<file path="src/rtl/tld_pkg.sv">
// Types, character codes and register indexes of the tty line discipline.
// Used by tld_out_seq and tty_line_discipline_unit; depends on nothing.
package tld_pkg;

    localparam int LINE_DEPTH_DEF = 256;
    localparam int CFG_W          = 16;
    localparam int CFG_IDX_W      = 3;

    // request codes
    localparam logic [1:0] REQ_RX    = 2'd0;
    localparam logic [1:0] REQ_READ  = 2'd1;
    localparam logic [1:0] REQ_WRITE = 2'd2;

    // configuration register indexes
    localparam logic [CFG_IDX_W-1:0] CFG_CANON  = 3'd0;
    localparam logic [CFG_IDX_W-1:0] CFG_ECHO   = 3'd1;
    localparam logic [CFG_IDX_W-1:0] CFG_CRNL   = 3'd2;
    localparam logic [CFG_IDX_W-1:0] CFG_SIG    = 3'd3;
    localparam logic [CFG_IDX_W-1:0] CFG_ONLCR  = 3'd4;
    localparam logic [CFG_IDX_W-1:0] CFG_INTR   = 3'd5;
    localparam logic [CFG_IDX_W-1:0] CFG_EOF    = 3'd6;
    localparam logic [CFG_IDX_W-1:0] CFG_FG     = 3'd7;

    // character codes
    localparam logic [7:0] CH_NUL   = 8'h00;
    localparam logic [7:0] CH_BS    = 8'h08;
    localparam logic [7:0] CH_NL    = 8'h0A;
    localparam logic [7:0] CH_CR    = 8'h0D;
    localparam logic [7:0] CH_SP    = 8'h20;
    localparam logic [7:0] CH_CARET = 8'h5E;
    localparam logic [7:0] CH_C     = 8'h43;
    localparam logic [7:0] CH_DEL   = 8'h7F;
    localparam logic [7:0] INTR_RST = 8'h03;
    localparam logic [7:0] EOF_RST  = 8'h04;

    typedef struct packed {
        logic [1:0] req_type;
        logic [7:0] char_in;
    } t_item;

    typedef struct packed {
        logic        tx_valid;
        logic [7:0]  tx_char;
        logic        read_valid;
        logic [7:0]  read_data;
        logic        read_ends_line;
        logic        interrupt_fire;
        logic [15:0] interrupt_target;
        logic        last;
    } t_result;

    // all results caused by one item
    typedef struct packed {
        logic [2:0]      cnt;
        logic            txv;
        logic [3:0][7:0] bytes;
        logic            rv;
        logic [7:0]      rd;
        logic            rel;
        logic            fire;
        logic [15:0]     target;
    } t_burst;

    // one output byte, NL expanded to CR NL when enabled
    function automatic t_burst emit_tx(logic [7:0] ch, logic onlcr);
        t_burst b;
        b = '0;
        b.txv = 1'b1;
        if (onlcr && ch == CH_NL) begin
            b.bytes[0] = CH_CR;
            b.bytes[1] = CH_NL;
            b.cnt      = 3'd2;
        end else begin
            b.bytes[0] = ch;
            b.cnt      = 3'd1;
        end
        return b;
    endfunction

endpackage

</file>
<file path="src/rtl/tld_out_seq.sv">
// Result sequencer: holds the results of one item and hands them out one per cycle while not stalled.
// Depends on tld_pkg.
module tld_out_seq (
    input  logic              i_clk,
    input  logic              i_rst_n,
    input  logic              i_load,
    input  tld_pkg::t_burst   i_burst,
    output logic              o_free,
    output logic              o_out_valid,
    input  logic              i_out_stall,
    output tld_pkg::t_result  o_out_data
);

    logic [2:0]      r_cnt;
    logic [1:0]      r_idx;
    tld_pkg::t_burst r_burst;
    logic            last_now;
    logic            out_acc;

    assign last_now    = ({1'b0, r_idx} == (r_cnt - 3'd1));
    assign o_out_valid = (r_cnt != 3'd0);
    assign out_acc     = o_out_valid && !i_out_stall;
    assign o_free      = !o_out_valid || (out_acc && last_now);

    always_ff @(posedge i_clk) begin
        if (!i_rst_n) begin
            r_cnt <= 3'd0;
            r_idx <= 2'd0;
        end else if (i_load) begin
            r_cnt <= i_burst.cnt;
            r_idx <= 2'd0;
        end else if (out_acc) begin
            if (last_now) begin
                r_cnt <= 3'd0;
            end else begin
                r_idx <= r_idx + 2'd1;
            end
        end
    end

    always_ff @(posedge i_clk) begin
        if (i_load) begin
            r_burst <= i_burst;
        end
    end

    always_comb begin
        o_out_data                  = '0;
        o_out_data.tx_valid         = r_burst.txv;
        o_out_data.tx_char          = r_burst.txv ? r_burst.bytes[r_idx] : tld_pkg::CH_NUL;
        o_out_data.read_valid       = r_burst.rv;
        o_out_data.read_data        = r_burst.rd;
        o_out_data.read_ends_line   = r_burst.rel;
        // interrupt rides on the first result only
        o_out_data.interrupt_fire   = r_burst.fire && (r_idx == 2'd0);
        o_out_data.interrupt_target = (r_burst.fire && r_idx == 2'd0) ? r_burst.target : 16'd0;
        o_out_data.last             = last_now;
    end

`ifndef NO_ASSERTIONS
    a_idx_in_range: assert property (@(posedge i_clk) disable iff (!i_rst_n)
        (r_cnt != 3'd0) |-> ({1'b0, r_idx} < r_cnt))
        else $error("result index past burst length");
    a_load_when_free: assert property (@(posedge i_clk) disable iff (!i_rst_n)
        i_load |-> (o_free && i_burst.cnt != 3'd0))
        else $error("burst loaded over pending results");
`endif

endmodule

</file>
<file path="src/rtl/tty_line_discipline_unit.sv">
// Top level of the tty line discipline: line store memory, item stage, config registers.
// Depends on tld_pkg and tld_out_seq.
//
//  channel  direction  handshake                 payload
//  in       to block   i_in_valid / o_in_stall   i_in_data  (tld_pkg::t_item)
//  out      from block o_out_valid / i_out_stall o_out_data (tld_pkg::t_result)
//  cfg      to block   i_cfg_we                  i_cfg_index, i_cfg_data
//
// An item is taken while its line store read is issued, resolved the next cycle,
// and its 0 to 4 results leave the result sequencer at one per cycle while the
// output is not stalled.
// Reset clears positions, counts and config; the store needs no clearing pass.
// o_in_stall rises while the resolved item waits for the sequencer to drain.
module tty_line_discipline_unit #(
    parameter int LINE_DEPTH = tld_pkg::LINE_DEPTH_DEF
) (
    input  logic                            i_clk,
    input  logic                            i_rst_n,
    input  logic                            i_in_valid,
    output logic                            o_in_stall,
    input  tld_pkg::t_item                  i_in_data,
    output logic                            o_out_valid,
    input  logic                            i_out_stall,
    output tld_pkg::t_result                o_out_data,
    input  logic                            i_cfg_we,
    input  logic [tld_pkg::CFG_IDX_W-1:0]   i_cfg_index,
    input  logic [tld_pkg::CFG_W-1:0]       i_cfg_data
);

    localparam int AW = (LINE_DEPTH > 1) ? $clog2(LINE_DEPTH) : 1;
    localparam int PW = $clog2(LINE_DEPTH + 1);
    localparam logic [PW-1:0] DEPTH_P  = PW'(LINE_DEPTH);
    localparam logic [PW-1:0] DEPTH_M1 = PW'(LINE_DEPTH - 1);
    localparam logic [PW-1:0] ONE_P    = PW'(1);

    // configuration
    logic        r_canon, r_echo, r_crnl, r_sig, r_onlcr;
    logic [7:0]  r_intr, r_eof;
    logic [15:0] r_fg;

    // line state
    logic [7:0]    mem [LINE_DEPTH];
    logic [PW-1:0] r_wp, r_rp, r_pc;
    logic [PW-1:0] n_wp, n_rp, n_pc;
    logic [PW-1:0] b_wp, b_rp, b_pc;

    // item stage
    logic           r_b_valid;
    tld_pkg::t_item r_b_item;
    logic [7:0]     r_mem_q;
    logic           r_fwd;
    logic [7:0]     r_fwd_data;

    logic            in_acc;
    logic            b_done;
    logic            q_free;
    logic            mem_we;
    logic            b_store;
    logic [7:0]      b_wdata;
    logic [AW-1:0]   waddr;
    logic [AW-1:0]   raddr;
    logic [PW-1:0]   wp_m1;
    logic [7:0]      d;
    logic [7:0]      c;
    logic [7:0]      c2;
    logic            rd_term;
    tld_pkg::t_burst b_burst;

    always_ff @(posedge i_clk) begin
        if (!i_rst_n) begin
            r_canon <= 1'b1;
            r_echo  <= 1'b1;
            r_crnl  <= 1'b1;
            r_sig   <= 1'b1;
            r_onlcr <= 1'b1;
            r_intr  <= tld_pkg::INTR_RST;
            r_eof   <= tld_pkg::EOF_RST;
            r_fg    <= 16'd0;
        end else if (i_cfg_we) begin
            unique case (i_cfg_index)
                tld_pkg::CFG_CANON: r_canon <= i_cfg_data[0];
                tld_pkg::CFG_ECHO:  r_echo  <= i_cfg_data[0];
                tld_pkg::CFG_CRNL:  r_crnl  <= i_cfg_data[0];
                tld_pkg::CFG_SIG:   r_sig   <= i_cfg_data[0];
                tld_pkg::CFG_ONLCR: r_onlcr <= i_cfg_data[0];
                tld_pkg::CFG_INTR:  r_intr  <= i_cfg_data[7:0];
                tld_pkg::CFG_EOF:   r_eof   <= i_cfg_data[7:0];
                tld_pkg::CFG_FG:    r_fg    <= i_cfg_data[15:0];
                default: ;
            endcase
        end
    end

    assign d       = r_fwd ? r_fwd_data : r_mem_q;
    assign c       = r_b_item.char_in;
    assign rd_term = (d == tld_pkg::CH_NL) || (d == r_eof);

    // resolve the held item against the store data
    always_comb begin
        b_burst = '0;
        b_wp    = r_wp;
        b_rp    = r_rp;
        b_pc    = r_pc;
        b_store = 1'b0;
        b_wdata = c;
        c2      = c;
        if (r_b_valid) begin
            case (r_b_item.req_type)
                tld_pkg::REQ_RX: begin
                    if (c != tld_pkg::CH_NUL && !c[7]) begin
                        if (r_sig && c == r_intr) begin
                            if (r_fg != 16'd0) begin
                                if (r_echo) begin
                                    b_burst.txv      = 1'b1;
                                    b_burst.bytes[0] = tld_pkg::CH_CARET;
                                    b_burst.bytes[1] = tld_pkg::CH_C;
                                    if (r_onlcr) begin
                                        b_burst.bytes[2] = tld_pkg::CH_CR;
                                        b_burst.bytes[3] = tld_pkg::CH_NL;
                                        b_burst.cnt      = 3'd4;
                                    end else begin
                                        b_burst.bytes[2] = tld_pkg::CH_NL;
                                        b_burst.cnt      = 3'd3;
                                    end
                                end else begin
                                    b_burst.cnt = 3'd1;
                                end
                                b_burst.fire   = 1'b1;
                                b_burst.target = r_fg;
                                b_wp = '0;
                                b_rp = '0;
                                b_pc = '0;
                            end
                        end else begin
                            if (c == tld_pkg::CH_CR && r_crnl) begin
                                c2 = tld_pkg::CH_NL;
                            end
                            if (c2 == tld_pkg::CH_BS || c2 == tld_pkg::CH_DEL) begin
                                if (r_wp > r_rp) begin
                                    b_wp = r_wp - ONE_P;
                                    if (rd_term && r_pc != '0) begin
                                        b_pc = r_pc - ONE_P;
                                    end
                                    if (r_echo) begin
                                        b_burst.txv      = 1'b1;
                                        b_burst.bytes[0] = tld_pkg::CH_BS;
                                        b_burst.bytes[1] = tld_pkg::CH_SP;
                                        b_burst.bytes[2] = tld_pkg::CH_BS;
                                        b_burst.cnt      = 3'd3;
                                    end
                                end
                            end else if (r_wp < DEPTH_P) begin
                                // force a newline into the last slot
                                if (r_wp >= DEPTH_M1) begin
                                    c2 = tld_pkg::CH_NL;
                                end
                                b_store = 1'b1;
                                b_wdata = c2;
                                b_wp    = r_wp + ONE_P;
                                if (c2 == tld_pkg::CH_NL || c2 == r_eof) begin
                                    b_pc = r_pc + ONE_P;
                                end
                                if (r_echo) begin
                                    b_burst = tld_pkg::emit_tx(c2, r_onlcr);
                                end
                            end
                        end
                    end
                end
                tld_pkg::REQ_READ: begin
                    b_burst.cnt = 3'd1;
                    if (r_rp < r_wp && !(r_canon && r_pc == '0)) begin
                        b_burst.rv  = 1'b1;
                        b_burst.rd  = d;
                        b_burst.rel = r_canon && rd_term;
                        b_rp        = r_rp + ONE_P;
                        if (rd_term && r_pc != '0) begin
                            b_pc = r_pc - ONE_P;
                        end
                        // drained: rewind both positions
                        if (b_rp == r_wp) begin
                            b_rp = '0;
                            b_wp = '0;
                            b_pc = '0;
                        end
                    end
                end
                tld_pkg::REQ_WRITE: begin
                    b_burst = tld_pkg::emit_tx(c, r_onlcr);
                end
                default: ;
            endcase
        end
    end

    assign b_done     = r_b_valid && (b_burst.cnt == 3'd0 || q_free);
    assign o_in_stall = r_b_valid && !b_done;
    assign in_acc     = i_in_valid && !o_in_stall;

    assign n_wp = b_done ? b_wp : r_wp;
    assign n_rp = b_done ? b_rp : r_rp;
    assign n_pc = b_done ? b_pc : r_pc;

    assign mem_we = b_done && b_store;
    assign waddr  = r_wp[AW-1:0];
    assign wp_m1  = n_wp - ONE_P;
    // read at the read position for reads, below the write position for erases
    assign raddr  = (i_in_data.req_type == tld_pkg::REQ_READ) ? n_rp[AW-1:0] : wp_m1[AW-1:0];

    always_ff @(posedge i_clk) begin
        if (mem_we) begin
            mem[waddr] <= b_wdata;
        end
    end

    always_ff @(posedge i_clk) begin
        if (in_acc) begin
            r_mem_q    <= mem[raddr];
            r_fwd      <= mem_we && (waddr == raddr);
            r_fwd_data <= b_wdata;
            r_b_item   <= i_in_data;
        end
    end

    always_ff @(posedge i_clk) begin
        if (!i_rst_n) begin
            r_b_valid <= 1'b0;
            r_wp      <= '0;
            r_rp      <= '0;
            r_pc      <= '0;
        end else begin
            r_wp <= n_wp;
            r_rp <= n_rp;
            r_pc <= n_pc;
            if (in_acc) begin
                r_b_valid <= 1'b1;
            end else if (b_done) begin
                r_b_valid <= 1'b0;
            end
        end
    end

    tld_out_seq u_out_seq (
        .i_clk       (i_clk),
        .i_rst_n     (i_rst_n),
        .i_load      (b_done && b_burst.cnt != 3'd0),
        .i_burst     (b_burst),
        .o_free      (q_free),
        .o_out_valid (o_out_valid),
        .i_out_stall (i_out_stall),
        .o_out_data  (o_out_data)
    );

`ifndef NO_ASSERTIONS
    a_pos_order: assert property (@(posedge i_clk) disable iff (!i_rst_n)
        (r_rp <= r_wp) && (r_wp <= DEPTH_P))
        else $error("line positions out of order");
    a_store_in_range: assert property (@(posedge i_clk) disable iff (!i_rst_n)
        mem_we |-> (r_wp < DEPTH_P))
        else $error("store write past the line end");
    a_stall_needs_item: assert property (@(posedge i_clk) disable iff (!i_rst_n)
        o_in_stall |-> (r_b_valid && b_burst.cnt != 3'd0))
        else $error("input stalled without a held transaction");
    a_accept_holds: assert property (@(posedge i_clk) disable iff (!i_rst_n)
        in_acc |=> r_b_valid)
        else $error("accepted transaction lost");
`endif

endmodule

</file>
<file path="config.mk">
export PLATFORM = sky130hd
export DESIGN_NAME = tty_line_discipline_unit
export DESIGN_NICKNAME = d
export VERILOG_FILES = /design/src/rtl/tld_pkg.sv /design/src/rtl/tld_out_seq.sv /design/src/rtl/tty_line_discipline_unit.sv
export SDC_FILE = /design/constraint.sdc
export NUM_CORES = 2
export LEC_CHECK = 0
export BUFFER_PORTS_ARGS = -buffer_cell sky130_fd_sc_hd__buf_2
export CORE_ASPECT_RATIO = 1.1
export CORE_MARGIN = 4
export CORE_UTILIZATION = 40
export DETAILED_ROUTE_END_ITERATION = 12
export PLACE_DENSITY = 0.57
export SYNTH_ARGS = -nofsm -noshare
export SYNTH_HDL_FRONTEND = slang
export SYNTH_HIERARCHICAL = 1
export SYNTH_SLANG_ARGS = --single-unit
</file>
<file path="constraint.sdc">
create_clock -name i_clk -period 17.75 [get_ports i_clk]
set_input_delay 0.8875 -clock i_clk [delete_from_list [all_inputs] [get_ports i_clk]]
set_output_delay 0.8875 -clock i_clk [all_outputs]
set_load 0.02 [all_outputs]
</file>
After elaboration in Yosys (flattened, before gate mapping):

Memories as Yosys holds them, arrays and structs flattened. A register that Yosys moved wholly into a read port is not among the register bits.
Index checks and enable logic that the tools add are counted.

* bits in read-only memories: 0
* register bits: 149
* logic and storage cells: 232
* bits in writable memories: 2048
* input bits: 34
* memories kept: 1
* latch bits: 0

Memory list
* mem: words 256, width 8, read ports 1, clocked after memory_dff 1, wr ports 1, line tty_line_discipline_unit.sv:42 `logic [7:0] mem [LINE_DEPTH];`

* reduce and logical (&&, ||, !) cells: 57
* mux-type cells: 100
* multipliers: 0
* eq/ne operators: 30
* order comparisons: 5
* shifts and indexed selects: 0
* add/subtract/negate cells: 8
* divide/modulo/power cells: 0
* bitwise gates (word level): 2

Operator list (number)
* 63-bit two-way mux: 4
* 9-bit two-way mux: 25
* 8-bit two-way mux: 27
* 36-bit two-way mux: 2
* 33-bit one-hot mux with 2 select lines: 1
* 9-bit one-hot mux with 2 select lines: 3
* 17-bit two-way mux: 3
* 8-bit by 4-bit == test with 1-bit output (second input constant): 5
* 20-bit two-way mux: 2
* 33-bit two-way mux: 1
* 8-bit == test: 4
* 9-bit by 1-bit adder with 9-bit output (second input constant): 3
* 27-bit two-way mux: 1
* 24-bit two-way mux: 1
* 3-bit two-way mux: 8
* 10-bit two-way mux: 2
* 10-bit one-hot mux with 2 select lines: 1
* 2-bit AND reduction: 10
* 1-bit logical AND: 18
* 9-bit by 1-bit subtractor with 9-bit output (second input constant): 2
* 8-bit binary-select mux with 2-bit select: 1
* 16-bit two-way mux: 1
* 4-bit two-way mux: 4
* 16-bit nonzero test: 1
* other kinds (36): 72

Longest topological paths before layout:

* depth after elaboration: 32
* depth in mapped cells: 30
* gate-level depth less buffers: 21

Modules after synthesis:

The synthesis kept the hierarchy.

By module, submodules not included
* tty_line_discipline_unit: times used 1, cells each 7444, sequential area each 63611.0 µm², area each 89871.2 µm²
* tld_out_seq: times used 1, cells each 145, sequential area each 1901.8 µm², area each 2556.2 µm²

Worst setup path before layout:

Ideal clock, no wire load.

* path kind: register -> register
* start: reg r_wp[6]
* end: reg u_out_seq.r_idx[0]
* arrival: 7.661 ns
* buffers on the path: 2
* cell stages (with the launch flop): 12
* clock period less this slack: 7.781 ns
* slack: 9.969 ns
* cell sequence: dfxtp_1 buf_2 clkbuf_1 inv_1 ha_1 a22o_1 o41ai_2 a41oi_1 a31o_2 a211oi_1 nand2b_1 nor2_1

* cells in the longest elaborated chain, start to end: 23
* elaborated cells between the ends (all ways): 27
* those cells by class: order compare: 3; eq/ne: 1; mux: 16; reduce/logical: 7

Ends and longest elaborated chain
* start, declared: line tty_line_discipline_unit.sv:43 `logic [PW-1:0] r_wp, r_rp, r_pc;`
* start signal, assigned: line tty_line_discipline_unit.sv:232 `r_wp <= n_wp;`
* 9-bit by 8-bit greater-or-equal comparator with 1-bit output: line tty_line_discipline_unit.sv:154 `if (r_wp >= DEPTH_M1) begin`
* 8-bit two-way mux: line tty_line_discipline_unit.sv:154
* 8-bit two-way mux: line tty_line_discipline_unit.sv:152 `end else if (r_wp < DEPTH_P) begin`
* 8-bit two-way mux: line tty_line_discipline_unit.sv:138 `if (c2 == tld_pkg::CH_BS || c2 == tld_pkg::CH_DEL) begin`
* 8-bit two-way mux: line tty_line_discipline_unit.sv:111 `if (r_sig && c == r_intr) begin`
* 8-bit two-way mux: line tty_line_discipline_unit.sv:110 `if (c != tld_pkg::CH_NUL && !c[7]) begin`
* 8-bit two-way mux: line tty_line_discipline_unit.sv:108 `case (r_b_item.req_type)`
* 8-bit two-way mux: line tty_line_discipline_unit.sv:107 `if (r_b_valid) begin`
* (+7 left out)
* 63-bit two-way mux *: line tty_line_discipline_unit.sv:110
* 3-bit one-hot mux with 3 select lines *: line tty_line_discipline_unit.sv:108
* 63-bit two-way mux *: line tty_line_discipline_unit.sv:107
* 3-bit zero test: line tty_line_discipline_unit.sv:196 `assign b_done = r_b_valid && (b_burst.cnt == 3'd0 || q_free);`
* 1-bit logical OR: line tty_line_discipline_unit.sv:196
* 1-bit logical AND: line tty_line_discipline_unit.sv:196
* 1-bit logical AND *: line tty_line_discipline_unit.sv:246 `.i_load (b_done && b_burst.cnt != 3'd0),`
* 2-bit OR reduction (no source line) *
* end signal, assigned: line tld_out_seq.sv:36 `r_idx <= r_idx + 2'd1;`
* end, declared: line tld_out_seq.sv:15 `logic [1:0] r_idx;`

Every way passes the cells marked *; elsewhere a longest branch is shown, timed or not. The select of a mux whose other input is x is not followed.
A chain may end at the register's enable or synchronous reset.

Final worst setup path:

* start: reg r_wp[2]
* end: reg r_mem_q[0], read port of mem (data pin)

* cells in the longest elaborated chain, start to end: 25
* elaborated cells between the ends (all ways): 51
* those cells by class: add/sub: 3; order compare: 4; eq/ne: 2; mux: 33; reduce/logical: 9

Ends and longest elaborated chain
* branches (longest 25 deep; another with 9-bit by 8-bit greater-or-equal comparator with 1-bit output)
* end, declared: line tty_line_discipline_unit.sv:50 `logic [7:0] r_mem_q;`

Parallel ways; which one is timed is not known. The select of a mux whose other input is x is not followed.

==> impl_metrics.py <==
metrics = {
    "timing": {
        "drv_slew": 0,
        "setup_viol": 0,
        "setup_ws_ns": 7.86,
        "min_period_over_period_pct": 55.7,
        "max-slew-margin-rel_pct": 7.69,
        "timing.fmax_mhz": 101,
        "skew_ns": 0.0375,
        "timing.hold.ws_ns": 0.203,
        "tightestPinTransition_ns": 1.35,
        "hold_violations": 0,
        "rsz0062_at_grt": "no",
        "fin_tns_setup_ns": 0,
        "period_needed_ns": 9.89,
    },
    "synthesis": {
        "ys_seq_area_share_pct": 70.9,
        "synthArstFlopShare_pct": 0,
        "synth_edf_count": 2135,
        "syn_area_per_cell_um2": 12.2,
        "ys.flop_type": "edfxtp_1",
        "yosys_warnings": 6,
        "postSynthCellCount": 7589,
        "syn_area_um2": 92400,
        "synth.distinct_cells": 96,
        "ys_ff_latch": 2205,
    },
    "floorplanning": {
        "initial_core_util_pct": 40.3,
        "die_h_um": 512,
        "die_area_um2": 239000,
        "io_pins": 73,
        "core.rowCount": 184,
        "die_w_um": 466,
        "core_area_um2": 229000,
    },
    "detailed_routing": {
        "num_vias": 62000,
        "vias_per_cell": 5.77,
        "drt-total-wl_um": 284000,
        "firstDrtPassIters": 6,
        "drc_errors": 0,
        "drt_iter0_drc": 7569,
        "ant_nets": 0,
        "wire_per_inst_um": 26.5,
    },
    "critical_path": {
        "rr_endpoint": "r_mem_q[0]",
        "worstPathMaxFanout": 141,
        "crit_required_ns": 18.43,
        "path_buf_inv": 6,
        "r2r_slack_ns": 7.86,
        "arrival_ns": 10.57,
        "worstSetupPathType": "flop to flop",
        "critPathCaptureType": "flop",
        "crit_top_cell": "buf_4",
        "reg2reg_depth": 26,
        "cp_top_family": "simple AND/OR/NAND/NOR gates",
        "startpoint_type": "flop",
        "slowest_delay_ns": 0.74,
        "r2r_start": "r_wp[2]",
        "cpMaxStageDelayCell": "dfxtp_1",
    },
    "final_layout": {
        "finalNetCount": 7528,
        "final_common_cell": "edfxtp_1",
        "final_util_pct": 44.5,
        "layout_common_cells": "edfxtp_1 (2135), nand2_1 (2021), nand3_1 (1181)",
        "syn2layout_area_growth_pct": 10.4,
        "layout-drive-gt1-share_pct": 7.38,
    },
    "power_and_ir_drop": {
        "power_leakage_nw": 34.8,
        "total_power_mw": 11.1,
        "ir_drop_v": 0.000117,
        "power_density_nw_per_um2": 109,
    },
    "flow_run": {
        "maxCapViolations": 0,
    },
    "global_route": {
        "overflow": 0,
        "grt_pass1_wl_um": 412000,
        "grt_max_degree": 211,
        "antenna_found_initial": 9,
        "grt_pass1_vias": 58300,
        "grt_usage_pct": 23.2,
    },
    "clock_tree": {
        "holdBufCountCts": 0,
        "cts.reportedPaths.clkPinSlew_ns": 0.06,
        "ctsResizeCount": 0,
        "root_buffer": "clkbuf_16",
        "clock_latency_ns": 0.87,
        "postCtsSetupBuffers": 0,
        "cts_sinks": 2205,
        "htreeDepth": 4,
        "cts_tree": "yes",
        "cts_buffers": 214,
        "cts.path.max_buffers": 3,
    },
    "placement": {
        "gp_congestion": 0.878,
        "dp_slack_ns": 8.14,
        "portBuffers": 72,
        "place_hpwl_um": 166000,
    },
    "status": {
        "status": "finished clean",
    },
    "min_path": {
        "hp-class": "primary input to flop",
        "hold_path_end": "c[2]",
        "whs_path_depth": 1,
        "worstHoldStart": "i_in_data[2]",
    },
}
## cell families after synthesis
logic type / count (synthesis) / synth area share (%)
and+or+nand+nor: 3969 / 19.0
DFF: 2205 / 70.9
AOI/OAI and AO/OA: 656 / 5.00
buffers and inverters: 575 / 3.03
muxes: 116 / 1.39
xor gates and xnor gates: 46 / 0.436
adders and majority gates: 21 / 0.284
other: 1 / 0.00406
## registers in the layout, summed over array words and instances (netlist names), 2 cells and up
register / flops
c: 8
mem: 2048
r_b_item: 2
r_eof: 8
r_fg: 16
r_fwd_data: 8
r_intr: 8
r_mem_q: 8
r_pc: 9
r_rp: 9
r_wp: 9
u_out_seq/o_out_data: 11
u_out_seq/r_burst: 49
u_out_seq/r_cnt: 3
u_out_seq/r_idx: 2
## layout make-up
class                   count  area, um^2
flip-flops and latches   2205       65500
multi-input cells        4821       24300
inverters                  37         139
clock inverters           107         951
repair buffers            194        1410
fillers                 20900      127000
diodes                     15        37.5
clock buffers             288        5800
well taps                3069        3840
## cell usage after synthesis (all sizes together) (36+ instances only)
cell type     n  share of area, %
nand4        39              0.26
a211oi       63              0.52
edfxtp     2135                69
inv          37              0.15
mux2i       105               1.1
and3        129              0.87
nand3b       46              0.37
a21oi       130              0.71
nor3         36              0.19
and2         58              0.39
buf         388               2.3
nand2      2023               8.2
clkbuf      150              0.61
a311oi       54              0.52
nand3      1185               6.4
a2111oi      43              0.45
dfxtp        70               1.5
nor2        357               1.5
o21ai        99              0.54
a31oi        92              0.62
## worst max-delay path by stage
stage	startpoint	endpoint	cells past startpoint
final	r_wp[2]	r_mem_q[0]	26
after global routing	r_wp[2]	r_mem_q[0]	26
after CTS	r_wp[2]	r_mem_q[0]	26
after detailed placement	r_wp[2]	r_mem_q[0]	26
after global placement	r_wp[2]	r_mem_q[2]	23
after floorplan	r_wp[6]	u_out_seq/r_idx[0]	11
## stage by stage
stage | area, um^2 | instances
after floorplan | 92500 | 7601
after global placement | 95200 | 10300
after detailed placement | 95200 | 10300
after CTS | 102000 | 10700
after global routing | 102000 | 10700
final | 102000 | 10700
## metal layers
| layer | wire length (um) | track usage [%] | up-vias |
|---|---|---|---|
| met5 | 23 | 0 | - |
| met4 | 12600 | 9.80 | 4 |
| met3 | 22700 | 3.94 | 540 |
| met2 | 133000 | 36.6 | 2776 |
| met1 | 116000 | 31.7 | 31200 |
| li1 | - | - | 27400 |
## report_power, final
part | switching, mW | internal, mW | total (mW)
combinational | 0.690 | 0.217 | 0.907
sequential | 0.0128 | 5.72 | 5.73
clock | 1.98 | 2.47 | 4.45
Power figures use the tool's default switching activity.
